===== src/hdl/utfd_pkg.sv =====
package utfd_pkg;

  // Replacement character for bad or truncated leads
  localparam logic [20:0] REPL_CP = 21'h00FFFD;

  // Lead length codes: following bytes needed, or a bad lead
  localparam logic [2:0] LEN_ONE  = 3'd0;
  localparam logic [2:0] LEN_BAD  = 3'd4;

  localparam int unsigned MAX_RES = 3;

  // Results caused by one input byte, in order
  typedef struct packed {
    logic [1:0]             cnt;
    logic [2:0][20:0]       cp;
  } bundle_t;

  // Decoder state visible to the top level
  typedef struct packed {
    logic [1:0] pend_cnt;
    logic [1:0] need_len;
  } dec_status_t;

  function automatic logic [2:0] lead_len(logic [7:0] b);
    logic [2:0] len;
    if (!b[7]) begin
      len = LEN_ONE;
    end else if (b[7:5] == 3'b110) begin
      len = 3'd1;
    end else if (b[7:4] == 4'b1110) begin
      len = 3'd2;
    end else if (b[7:3] == 5'b11110) begin
      len = 3'd3;
    end else begin
      len = LEN_BAD;
    end
    return len;
  endfunction

  // Code point of a byte that stands alone (no following bytes)
  function automatic logic [20:0] single_cp(logic [7:0] b);
    return b[7] ? REPL_CP : {13'd0, b};
  endfunction

  function automatic logic [20:0] pack2(logic [7:0] b0, logic [7:0] b1);
    return {10'd0, b0[4:0], b1[5:0]};
  endfunction

  function automatic logic [20:0] pack3(logic [7:0] b0, logic [7:0] b1,
                                        logic [7:0] b2);
    return {5'd0, b0[3:0], b1[5:0], b2[5:0]};
  endfunction

  function automatic logic [20:0] pack4(logic [7:0] b0, logic [7:0] b1,
                                        logic [7:0] b2, logic [7:0] b3);
    return {b0[2:0], b1[5:0], b2[5:0], b3[5:0]};
  endfunction

endpackage


===== src/hdl/utfd_decode.sv =====
module utfd_decode import utfd_pkg::*; (
  input  logic        clk_i,
  input  logic        rst_ni,
  input  logic [7:0]  byte_i,
  input  logic        eot_i,
  input  logic        commit_i,
  output bundle_t     bundle_o,
  output dec_status_t status_o
);

  logic [2:0][7:0] pend_q;
  logic [1:0]      pc_q, pc_d;
  logic [1:0]      nl_q, nl_d;
  logic            store;
  logic [2:0]      len_c;
  logic [2:0]      len_p1;
  logic [20:0]     packed_cp;

  assign len_c  = lead_len(byte_i);
  assign len_p1 = lead_len(pend_q[1]);

  // Completed sequence for the current fill level
  always_comb begin
    case (pc_q)
      2'd1:    packed_cp = pack2(pend_q[0], byte_i);
      2'd2:    packed_cp = pack3(pend_q[0], pend_q[1], byte_i);
      2'd3:    packed_cp = pack4(pend_q[0], pend_q[1], pend_q[2], byte_i);
      default: packed_cp = single_cp(byte_i);
    endcase
  end

  // Results and next state for the byte in the input register
  always_comb begin
    bundle_o.cnt = 2'd0;
    bundle_o.cp  = '0;
    store        = 1'b0;
    pc_d         = pc_q;
    nl_d         = nl_q;
    if (eot_i) begin
      pc_d = 2'd0;
      nl_d = 2'd0;
      if (pc_q == 2'd0) begin
        bundle_o.cnt   = 2'd1;
        bundle_o.cp[0] = single_cp(byte_i);
      end else if (pc_q == nl_q) begin
        bundle_o.cnt   = 2'd1;
        bundle_o.cp[0] = packed_cp;
      end else begin
        // Truncated: lead is replaced, the rest decoded as fresh leads
        bundle_o.cp[0] = REPL_CP;
        if (pc_q == 2'd1) begin
          bundle_o.cnt   = 2'd2;
          bundle_o.cp[1] = single_cp(byte_i);
        end else if (len_p1 == 3'd1) begin
          bundle_o.cnt   = 2'd2;
          bundle_o.cp[1] = pack2(pend_q[1], byte_i);
        end else begin
          bundle_o.cnt   = 2'd3;
          bundle_o.cp[1] = single_cp(pend_q[1]);
          bundle_o.cp[2] = single_cp(byte_i);
        end
      end
    end else if (pc_q == 2'd0) begin
      if (len_c == LEN_ONE || len_c == LEN_BAD) begin
        bundle_o.cnt   = 2'd1;
        bundle_o.cp[0] = single_cp(byte_i);
      end else begin
        store = 1'b1;
        pc_d  = 2'd1;
        nl_d  = len_c[1:0];
      end
    end else if (pc_q >= nl_q) begin
      bundle_o.cnt   = 2'd1;
      bundle_o.cp[0] = packed_cp;
      pc_d           = 2'd0;
      nl_d           = 2'd0;
    end else begin
      store = 1'b1;
      pc_d  = pc_q + 2'd1;
    end
  end

  // Fill level and needed length
  always_ff @(posedge clk_i or negedge rst_ni) begin
    if (!rst_ni) begin
      pc_q <= 2'd0;
      nl_q <= 2'd0;
    end else if (commit_i) begin
      pc_q <= pc_d;
      nl_q <= nl_d;
    end
  end

  // Held bytes, written at the current fill level
  always_ff @(posedge clk_i) begin
    if (commit_i && store) begin
      case (pc_q)
        2'd0:    pend_q[0] <= byte_i;
        2'd1:    pend_q[1] <= byte_i;
        2'd2:    pend_q[2] <= byte_i;
        default: pend_q[2] <= byte_i;
      endcase
    end
  end

  assign status_o.pend_cnt = pc_q;
  assign status_o.need_len = nl_q;

endmodule


===== src/hdl/utfd_out_buf.sv =====
module utfd_out_buf import utfd_pkg::*; (
  input  logic        clk_i,
  input  logic        rst_ni,
  input  logic        load_req_i,
  input  bundle_t     bundle_i,
  output logic        load_o,
  output logic        out_valid_o,
  input  logic        out_stall_i,
  output logic [20:0] code_point_o,
  output logic        last_of_run_o,
  output logic [1:0]  rem_o,
  output logic [1:0]  idx_o
);

  logic [2:0][20:0] cp_q;
  logic [1:0]       rem_q, rem_d;
  logic [1:0]       idx_q, idx_d;
  logic             take;

  assign out_valid_o   = (rem_q != 2'd0);
  assign take          = out_valid_o && !out_stall_i;
  assign code_point_o  = cp_q[idx_q];
  assign last_of_run_o = (rem_q == 2'd1);

  // A new bundle loads once the previous one is empty or leaves now
  assign load_o = load_req_i && ((rem_q == 2'd0) || (rem_q == 2'd1 && take));

  always_comb begin
    rem_d = rem_q;
    idx_d = idx_q;
    if (load_o) begin
      rem_d = bundle_i.cnt;
      idx_d = 2'd0;
    end else if (take) begin
      rem_d = rem_q - 2'd1;
      idx_d = idx_q + 2'd1;
    end
  end

  always_ff @(posedge clk_i or negedge rst_ni) begin
    if (!rst_ni) begin
      rem_q <= 2'd0;
      idx_q <= 2'd0;
    end else begin
      rem_q <= rem_d;
      idx_q <= idx_d;
    end
  end

  always_ff @(posedge clk_i) begin
    if (load_o) begin
      cp_q <= bundle_i.cp;
    end
  end

  assign rem_o = rem_q;
  assign idx_o = idx_q;

endmodule


===== src/hdl/utf8_codepoint_decoder_unit.sv =====
// UTF-8 to code point decoder.
// Input channel: in_valid_i / in_stall_o carry one text byte per transfer,
// with end_of_text_i set on the final byte of a text.
// Output channel: out_valid_o / out_stall_i carry one code point per
// transfer; last_of_run_o marks the final result caused by an input byte.
// A byte that only extends an open sequence gives no result.
// An accepted byte passes through the input register and, when the output
// side is free, into the result buffer, which drives the output.
// Throughput: one byte per cycle while each byte gives at most one result
// and the receiver does not stall. A byte that ends a text inside a
// sequence gives up to three results, sent one per cycle from the result
// buffer while the receiver does not stall; the input register holds the
// next byte meanwhile. When the receiver stalls, the buffer holds its
// result and the input stalls once the input register is also occupied.
// Reset clears the held sequence and both buffers, dropping any item held
// in them, and the first byte after reset starts a new text.
module utf8_codepoint_decoder_unit import utfd_pkg::*; (
  input  logic        clk_i,
  input  logic        rst_ni,
  input  logic        in_valid_i,
  output logic        in_stall_o,
  input  logic [7:0]  data_byte_i,
  input  logic        end_of_text_i,
  output logic        out_valid_o,
  input  logic        out_stall_i,
  output logic [20:0] code_point_o,
  output logic        last_of_run_o
);

  logic        s1_valid_q;
  logic [7:0]  s1_byte_q;
  logic        s1_eot_q;
  logic        in_take;
  logic        load;
  bundle_t     bundle;
  dec_status_t status;
  logic [1:0]  rem;
  logic [1:0]  idx;

  assign in_stall_o = s1_valid_q && !load;
  assign in_take    = in_valid_i && !in_stall_o;

  // Input register
  always_ff @(posedge clk_i or negedge rst_ni) begin
    if (!rst_ni) begin
      s1_valid_q <= 1'b0;
    end else if (in_take) begin
      s1_valid_q <= 1'b1;
    end else if (load) begin
      s1_valid_q <= 1'b0;
    end
  end

  always_ff @(posedge clk_i) begin
    if (in_take) begin
      s1_byte_q <= data_byte_i;
      s1_eot_q  <= end_of_text_i;
    end
  end

  utfd_decode u_decode (
    .clk_i    (clk_i),
    .rst_ni   (rst_ni),
    .byte_i   (s1_byte_q),
    .eot_i    (s1_eot_q),
    .commit_i (load),
    .bundle_o (bundle),
    .status_o (status)
  );

  utfd_out_buf u_out_buf (
    .clk_i         (clk_i),
    .rst_ni        (rst_ni),
    .load_req_i    (s1_valid_q),
    .bundle_i      (bundle),
    .load_o        (load),
    .out_valid_o   (out_valid_o),
    .out_stall_i   (out_stall_i),
    .code_point_o  (code_point_o),
    .last_of_run_o (last_of_run_o),
    .rem_o         (rem),
    .idx_o         (idx)
  );

  // Held bytes never exceed what the held lead needs
  a_pend_le_need: assert property (@(posedge clk_i) disable iff (!rst_ni)
    status.pend_cnt <= status.need_len)
    else $error("pending count above needed length");

  // Result buffer read position stays inside the bundle
  a_buf_bounds: assert property (@(posedge clk_i) disable iff (!rst_ni)
    ({1'b0, idx} + {1'b0, rem}) <= 3'(MAX_RES))
    else $error("result buffer index out of range");

  // After the last result of a run leaves with nothing loaded, output idles
  a_run_end: assert property (@(posedge clk_i) disable iff (!rst_ni)
    (out_valid_o && last_of_run_o && !out_stall_i && !load) |=> !out_valid_o)
    else $error("output valid after end of run");

endmodule

===== config.mk =====
export PLATFORM = sky130hd
export DESIGN_NAME = utf8_codepoint_decoder_unit
export DESIGN_NICKNAME = d
export VERILOG_FILES = /design/src/hdl/utfd_pkg.sv /design/src/hdl/utfd_decode.sv /design/src/hdl/utfd_out_buf.sv /design/src/hdl/utf8_codepoint_decoder_unit.sv
export SDC_FILE = /design/constraint.sdc
export NUM_CORES = 1
export LEC_CHECK = 0
export ABC_AREA = 1
export ABC_CLOCK_PERIOD_IN_PS = 7600
export BUFFER_PORTS_ARGS = -buffer_cell sky130_fd_sc_hd__buf_2
export CAP_MARGIN = 0
export CORE_MARGIN = 2
export CORE_UTILIZATION = 50
export CTS_CLUSTER_DIAMETER = 40
export CTS_CLUSTER_SIZE = 12
export DETAILED_ROUTE_END_ITERATION = 12
export PLACE_DENSITY = 0.67
export SLEW_MARGIN = 20
export SYNTH_ARGS = -nofsm -noshare
export SYNTH_HDL_FRONTEND = slang
export SYNTH_SLANG_ARGS = --single-unit

===== constraint.sdc =====
create_clock -name clk_i -period 7.6 [get_ports clk_i]
set_clock_uncertainty 0.05 [all_clocks]
set_input_delay 1.52 -clock clk_i [delete_from_list [all_inputs] [get_ports clk_i]]
set_output_delay 1.52 -clock clk_i [all_outputs]
set_load 0.05 [all_outputs]

==> flow_summary.yaml, run 1 <==
hold_path:
  hp-start: "u_decode.nl_q[1]"
  holdPathStages: 2
  min_to: "u_decode.nl_q[1]"
  hp-class: "reg2reg"
die:
  initial_core_util_pct: 51.6
  dieArea_um2: 8660
  ios: 37
  die_y_um: 93.0
  core_area_um2: 7690
  die_x_um: 93.0
  std_cell_rows: 32
critical_path:
  cp_max_fo: 30
  worst_path_largest_cell_delay_ns: 0.70
  worstPathCellList: "inv_1 > nor2_4 > nand2_1 > nand2_1 > inv_1 > nand2_1 > buf_2"
  crit_top_cell: "nand2_1"
  r2r_cells: 8
  critPathKind: "reg2out"
  worstPathArrival_ns: 2.32
  required_ns: 6.03
  critPathSlowestCell: "inv_1"
  worstSetupStartpointType: "flip-flop"
  crit_family: "buffers and inverters"
  path_buf_inv: 3
  cp-end-kind: "output pin"
  r2r_end: "u_decode.pend_q[19]"
  rr_startpoint: "u_decode.pc_q[0]"
  reg2reg_slack_ns: 4.46
global_route:
  grtUsageTotal_pct: 21.5
  busiest_layer: "met2"
  met2_usage_pct: 33.3
  first_global_vias: 2908
  grt_use_met3_pct: 2.90
  use_met1_pct: 29.6
  grt_first_pass_wirelength_mm: 14.3
  overflow: 0
  antenna_found_initial: 0
  grt_max_degree: 46
clock_network:
  post_cts_resized: 0
  cts.sinks: 78
  hold_buffers: 0
  clk_path_buf_depth: 2
  tritoncts: "built"
  clock_latency_ns: 0.35
  ctsRootBufferMaster: "clkbuf_8"
  htreeDepth: 3
  cts_setup_buffers: 0
  cts_buffers: 9
  path_clk_slew_ns: 0.08
drt:
  drtPass1Iterations: 5
  avgViaCountPerCell: 5.52
  ant_nets: 0
  wl_per_cell_um: 15.2
  vias: 3040
  drc_errors: 0
  routed_wl_mm: 8.40
  drtIter0Drc: 297
timing:
  fin_ws_ns: 3.71
  tns_ns: 0
  tightestPinTransition_ns: 0.917
  fin_crit_sh_pct: 51.1
  setup_viol: 0
  slew_headroom_pct: 38.8
  report.final.slew_viol_count: 0
  hold_viol_final: 0
  min_period_ns: 3.89
  fmax_mhz: 257
  rsz0062_at_grt: "false"
placed_design:
  place_inst: 535
  io_buffers: 36
  dp_hpwl_mm: 6.01
  placed_area_um2: 4210
  place.gp.congestion: 0.887
  pre_cts_ws_ns: 3.88
cells_and_area:
  antennaDiodeCount: 0
  drive_gt1_share_pct: 15.4
  instances_no_fill: 551
  fillers: 692
  syn_to_final_growth_pct: 11.0
  design_area_um2: 4400
  layout.nets: 465
flow_run:
  maxCapViolCount: 0
power_and_ir_drop:
  ir_drop_v: 0.000237
  p_leak_nw: 1.91
  p_per_area_nw_per_um2: 441
yosys:
  synthCells: 409
  synth-seq-cells: 78
  synth.net_count: 430
  ys_warn_count: 0
  syn_area_um2: 3960
  yosysUniqueCellTypes: 35
  seq_area_frac_synth_pct: 58.0
  syn_area_per_cell_um2: 9.69
status:
  outcome: "finished clean"
synth_stat cells (all sizes together):
cell | count | area [um^2]
o31ai | 2 | 15.0
buf | 9 | 55.0
o21ai | 47 | 235
a21oi | 18 | 105
ha | 8 | 100
nand4 | 5 | 37.5
o221ai | 1 | 8.76
o22ai | 4 | 25.0
nand2 | 71 | 289
a31oi | 1 | 6.26
a22oi | 5 | 37.5
o22a | 1 | 8.76
clkbuf | 4 | 15.0
nor3 | 3 | 15.0
nand3 | 61 | 310
edfxtp | 69 | 2070
a22o | 2 | 17.5
inv | 49 | 186
dfrtp | 9 | 225
or2 | 1 | 6.26
nor2 | 39 | 193
power by group:
group / internal [mW] / switching, mW / total (mW)
Combinational: 0.209 / 0.709 / 0.918
Clock: 0.151 / 0.149 / 0.300
Sequential: 0.647 / 0.0741 / 0.721
Total: 1.01 / 0.932 / 1.94
worst min-delay path, delay by kind of cell, from the launching register on:
kind	cells	cell delay, ns
AO/OA/AOI/OAI	1	0.07
AND/OR/NAND/NOR	1	0.05
flip-flops	1	0.35
layer usage:
metal / vias up / wire (um)
met5: - / 0
met1: 1407 / 3830
met3: 19 / 427
met4: 0 / 261
li1: 1498 / -
met2: 116 / 3880
cell usage in the layout, fill, tap and decap left out, drive strengths merged:
cell	n
a21oi	18
a22o	2
a22oi	5
a31oi	1
buf	37
bufinv	1
clkbuf	10
clkinv	5
dfrtp	9
edfxtp	69
ha	8
inv	49
nand2	71
nand3	61
nand4	5
nor2	39
nor3	3
o21ai	47
o221ai	1
o22a	1
o22ai	4
o31ai	2
or2	1
flip-flops by register name (all words and copies together), names as in the netlist:
| signal | cells |
|---|---|
| s1_byte_q | 8 |
| s1_eot_q | 1 |
| s1_valid_q | 1 |
| u_decode.nl_q | 2 |
| u_decode.pc_q | 2 |
| u_decode.pend_q | 19 |
| u_out_buf.cp_q | 41 |
| u_out_buf.idx_o | 2 |
| u_out_buf.rem_o | 2 |
cell families (layout without fill, tap and decap cells):
group                      Yosys count  in the layout  synth area share [%]
and+or+nand+nor                    180            180                  21.5
AOI/OAI and AO/OA                   81             81                  11.6
DFF                                 78             78                  58.0
buffers and inverters               62            102                  6.47
adders and majority gates            8              8                  2.53
final cells by class:
class / instances / area, um^2 / share of cell area, %
Timing Repair Buffer: 37 / 188 / 4.27
Multi-Input combinational cell: 269 / 1410 / 32.1
Clock buffer: 10 / 128 / 2.90
Sequential cell: 78 / 2300 / 52.2
Inverter: 49 / 186 / 4.24
Tap cell: 102 / 128 / 2.90
Clock inverter: 6 / 62.6 / 1.42
how the worst max path moves through the flow:
| stage | startpoint | to | slack, ns | cells after the start |
|---|---|---|---|---|
| after floorplan | out_stall_i | in_stall_o | 3.69 | 4 |
| after global placement | out_stall_i | in_stall_o | 3.91 | 6 |
| after detailed placement | out_stall_i | in_stall_o | 3.88 | 6 |
| after CTS | u_out_buf.idx_o[1] | code_point_o[15] | 3.70 | 7 |
| after global routing | u_out_buf.idx_o[1] | code_point_o[15] | 3.46 | 7 |
| final | u_out_buf.idx_o[1] | code_point_o[15] | 3.71 | 7 |
through the flow:
stage / util [%] / hold slack (ns) / total power, mW
2_1_floorplan: - / 0.378 / 1.44
3_3_place_gp: 54.8 / 0.428 / 1.63
3_5_place_dp: 54.8 / 0.438 / 1.65
4_1_cts: 57.2 / 0.456 / 1.95
5_1_grt: 57.2 / 0.489 / 2.07
6_report: 57.2 / 0.454 / 1.94
Note: power is estimated with default switching activity, not from simulation.
==> inputs of run 2 (changes only) <==
--- a/config.mk
+++ b/config.mk
@@ -5,8 +5,8 @@
 export SDC_FILE = /design/constraint.sdc
 export NUM_CORES = 1
 export LEC_CHECK = 0
-export ABC_AREA = 1
-export ABC_CLOCK_PERIOD_IN_PS = 7600
+export ABC_AREA = 0
+export ABC_CLOCK_PERIOD_IN_PS = 3800
 export BUFFER_PORTS_ARGS = -buffer_cell sky130_fd_sc_hd__buf_2
 export CAP_MARGIN = 0
 export CORE_MARGIN = 2
==> constraint.sdc (replaced) <==
create_clock -name clk_i -period 3.8 [get_ports clk_i]
set_clock_uncertainty 0.05 [all_clocks]
set_input_delay 0.76 -clock clk_i [delete_from_list [all_inputs] [get_ports clk_i]]
set_output_delay 0.76 -clock clk_i [all_outputs]
set_load 0.05 [all_outputs]
==> run 2 against run 1 <==
- clock power is 84% higher
- utilization is 0.72 points higher
- final area is 4.0% lower
- critical path type unchanged
- largest power group unchanged
==> flow_summary.yaml, run 2 <==
yosys:
  synth-seq-cells: 78
  synth_enable_flop_cells: 69
  yosysMostFrequentCell: "edfxtp_1"
  yosys-top-cells-count: "edfxtp_1 (69), o21ai_0 (38), nand2_1 (21)"
  ys_warn_count: 0
  synth_top_cell_by_area: "edfxtp_1"
  synth.net_count: 336
  yosysUniqueCellTypes: 52
  syn_area_per_cell_um2: 12.1
  syn_area_um2: 3800
  seq_area_frac_synth_pct: 60.4
  async_flop_share_pct: 11.5
  synth.top_cell.area_share_pct: 54.5
  synthFlopType: "edfxtp_1"
  synthCells: 315
  ys_top_cells_by_area: "edfxtp_1 (54%), dfrtp_1 (5.9%), o21ai_0 (5.0%)"
critical_path:
  r2r_end: "u_out_buf.cp_q[43]"
  cp_max_fo: 20
  worstPathArrival_ns: 2.45
  worstSetupStartpointType: "flip-flop"
  cp-end-kind: "output pin"
  critPathKind: "reg2out"
  critPathSlowestCell: "nor2b_1"
  reg2reg_slack_ns: 1.18
  worst_path_largest_cell_delay_ns: 0.72
  r2r_cells: 6
  rr_startpoint: "u_decode.pc_q[0]"
  required_ns: 2.99
  worstPathCellList: "nor2b_1 > nand2_1 > o21ai_0 > buf_2"
cells_and_area:
  drive_gt1_share_pct: 19.7
  layout_common_cells: "edfxtp_1 (69), o21ai_0 (38), buf_2 (36)"
  antennaDiodeCount: 0
  top_regs: "u_out_buf.cp_q x41, u_decode.pend_q x19, s1_byte_q x8"
  largest_reg_flops: 41
  layout_commonest_cell: "edfxtp_1"
  syn_to_final_growth_pct: 11.1
  fillers: 628
  top_register: "u_out_buf.cp_q"
  layout.nets: 371
  instances_no_fill: 454
power_and_ir_drop:
  finalPower_mw: 3.69
  p_per_area_nw_per_um2: 873
  ir_drop_v: 0.000331
  p_comb_share_pct: 45.2
  p_sw_share_pct: 47.0
  p_leak_nw: 1.58
  p_seq_share_pct: 39.9
  intPower_mw: 1.95
  clockPowerShare_pct: 14.9
  power_switching_mw: 1.74
global_route:
  grt_max_degree: 45
  grtUsageTotal_pct: 20.3
  first_global_vias: 2430
  antenna_found_initial: 0
  overflow: 0
  grt_first_pass_wirelength_mm: 12.8
clock_network:
  cts_setup_buffers: 0
  cts_buffers: 9
  clk_path_buf_depth: 2
  path_clk_slew_ns: 0.08
  ctsRootBufferMaster: "clkbuf_8"
  htreeDepth: 3
  cts.sinks: 78
  clock_latency_ns: 0.36
  tritoncts: "built"
  post_cts_resized: 0
  hold_buffers: 0
die:
  initial_core_util_pct: 52.1
  dieArea_um2: 8320
  die_y_um: 91.2
  die_x_um: 91.2
  core_area_um2: 7290
  ios: 37
  std_cell_rows: 31
timing:
  hold_viol_final: 0
  fmax_mhz: 307
  tightestPinTransition_ns: 0.967
  slew_headroom_pct: 35.1
  tns_ns: 0
  min_period_ns: 3.26
  report.final.slew_viol_count: 0
  setup_viol: 0
  fin_crit_sh_pct: 85.8
  rsz0062_at_grt: "false"
placed_design:
  place_inst: 438
  place.gp.congestion: 0.839
  io_buffers: 36
  dp_hpwl_mm: 5.41
hold_path:
  hp-class: "in2async"
drt:
  drtIter0Drc: 191
  ant_nets: 0
  routed_wl_mm: 7.75
  drc_errors: 0
  vias: 2547
  avgViaCountPerCell: 5.61
  drtPass1Iterations: 4
  wl_per_cell_um: 17.1
status:
  outcome: "finished clean"
flow_run:
  maxCapViolCount: 0
==> run 2: cell type report <==
class / instances / area (um^2) / area share, %
clock inverter: 7 / 47.5 / 1.13
tap: 99 / 124 / 2.93
inverter: 15 / 56.3 / 1.33
timing repair buffer: 38 / 195 / 4.62
sequential: 78 / 2300 / 54.4
multi-input combinational: 208 / 1380 / 32.7
clock buffer: 9 / 124 / 2.93
==> run 2: logic make-up after synthesis <==
family / synth area share [%]
AOI/OAI and AO/OA: 18.5
xor gates and xnor gates: 0.691
adders and majority gates: 2.63
buffers and inverters: 3.26
DFF: 60.4
muxes: 2.44
and+or+nand+nor: 12.0
==> run 2: worst max-delay path by stage <==
stage | startpoint | endpoint | slack (ns) | cells after the start
after global routing | u_out_buf.idx_o[0] | code_point_o[13] | 0.22 | 4
after global placement | u_out_buf.idx_o[0] | code_point_o[13] | 1.01 | 4
after detailed placement | u_out_buf.idx_o[0] | code_point_o[13] | 0.90 | 4
after CTS | u_out_buf.idx_o[0] | code_point_o[13] | 0.50 | 4
after floorplan | u_out_buf.idx_o[1] | code_point_o[10] | 1.00 | 5
final | u_out_buf.idx_o[0] | code_point_o[13] | 0.54 | 4
==> run 2: stage by stage <==
| step | hold WS [ns] | setup WS (ns) | instance area [um^2] | utilization (%) |
|---|---|---|---|---|
| after floorplan | 0.408 | 1.00 | 3800 | - |
| after global placement | 0.421 | 1.01 | 4050 | 55.6 |
| after detailed placement | 0.427 | 0.896 | 4050 | 55.6 |
| after CTS | 0.201 | 0.495 | 4230 | 57.9 |
| after global routing | 0.208 | 0.223 | 4230 | 57.9 |
| final | 0.188 | 0.539 | 4230 | 57.9 |
==> run 2: worst max-delay path, delay by kind of cell (launching register included) <==
family                 cells  cell delay, ns
AND/OR/NAND/NOR            2            0.95
buffers and inverters      1            0.29
AO/OA/AOI/OAI              1            0.13
flip-flops                 1            0.71
==> run 2: per-layer routing <==
| metal | GRT usage, % | vias to the layer above | routed length [um] |
|---|---|---|---|
| met5 | 0 | - | 0 |
| li1 | - | 1260 | - |
| met1 | 29.5 | 1198 | 3680 |
| met2 | 29.9 | 77 | 3540 |
| met3 | 2.99 | 12 | 398 |
| met4 | 9.85 | 0 | 139 |
==> run 2: power by group through the flow <==
| stage | combinational, mW | clock [mW] | sequential [mW] |
|---|---|---|---|
| floorplan | 1.37 | 0 | 1.40 |
| global placement | 1.66 | 0 | 1.49 |
| detailed placement | 1.67 | 0 | 1.49 |
| CTS | 1.67 | 0.558 | 1.47 |
| global route | 1.81 | 0.591 | 1.51 |
| finish | 1.67 | 0.551 | 1.47 |
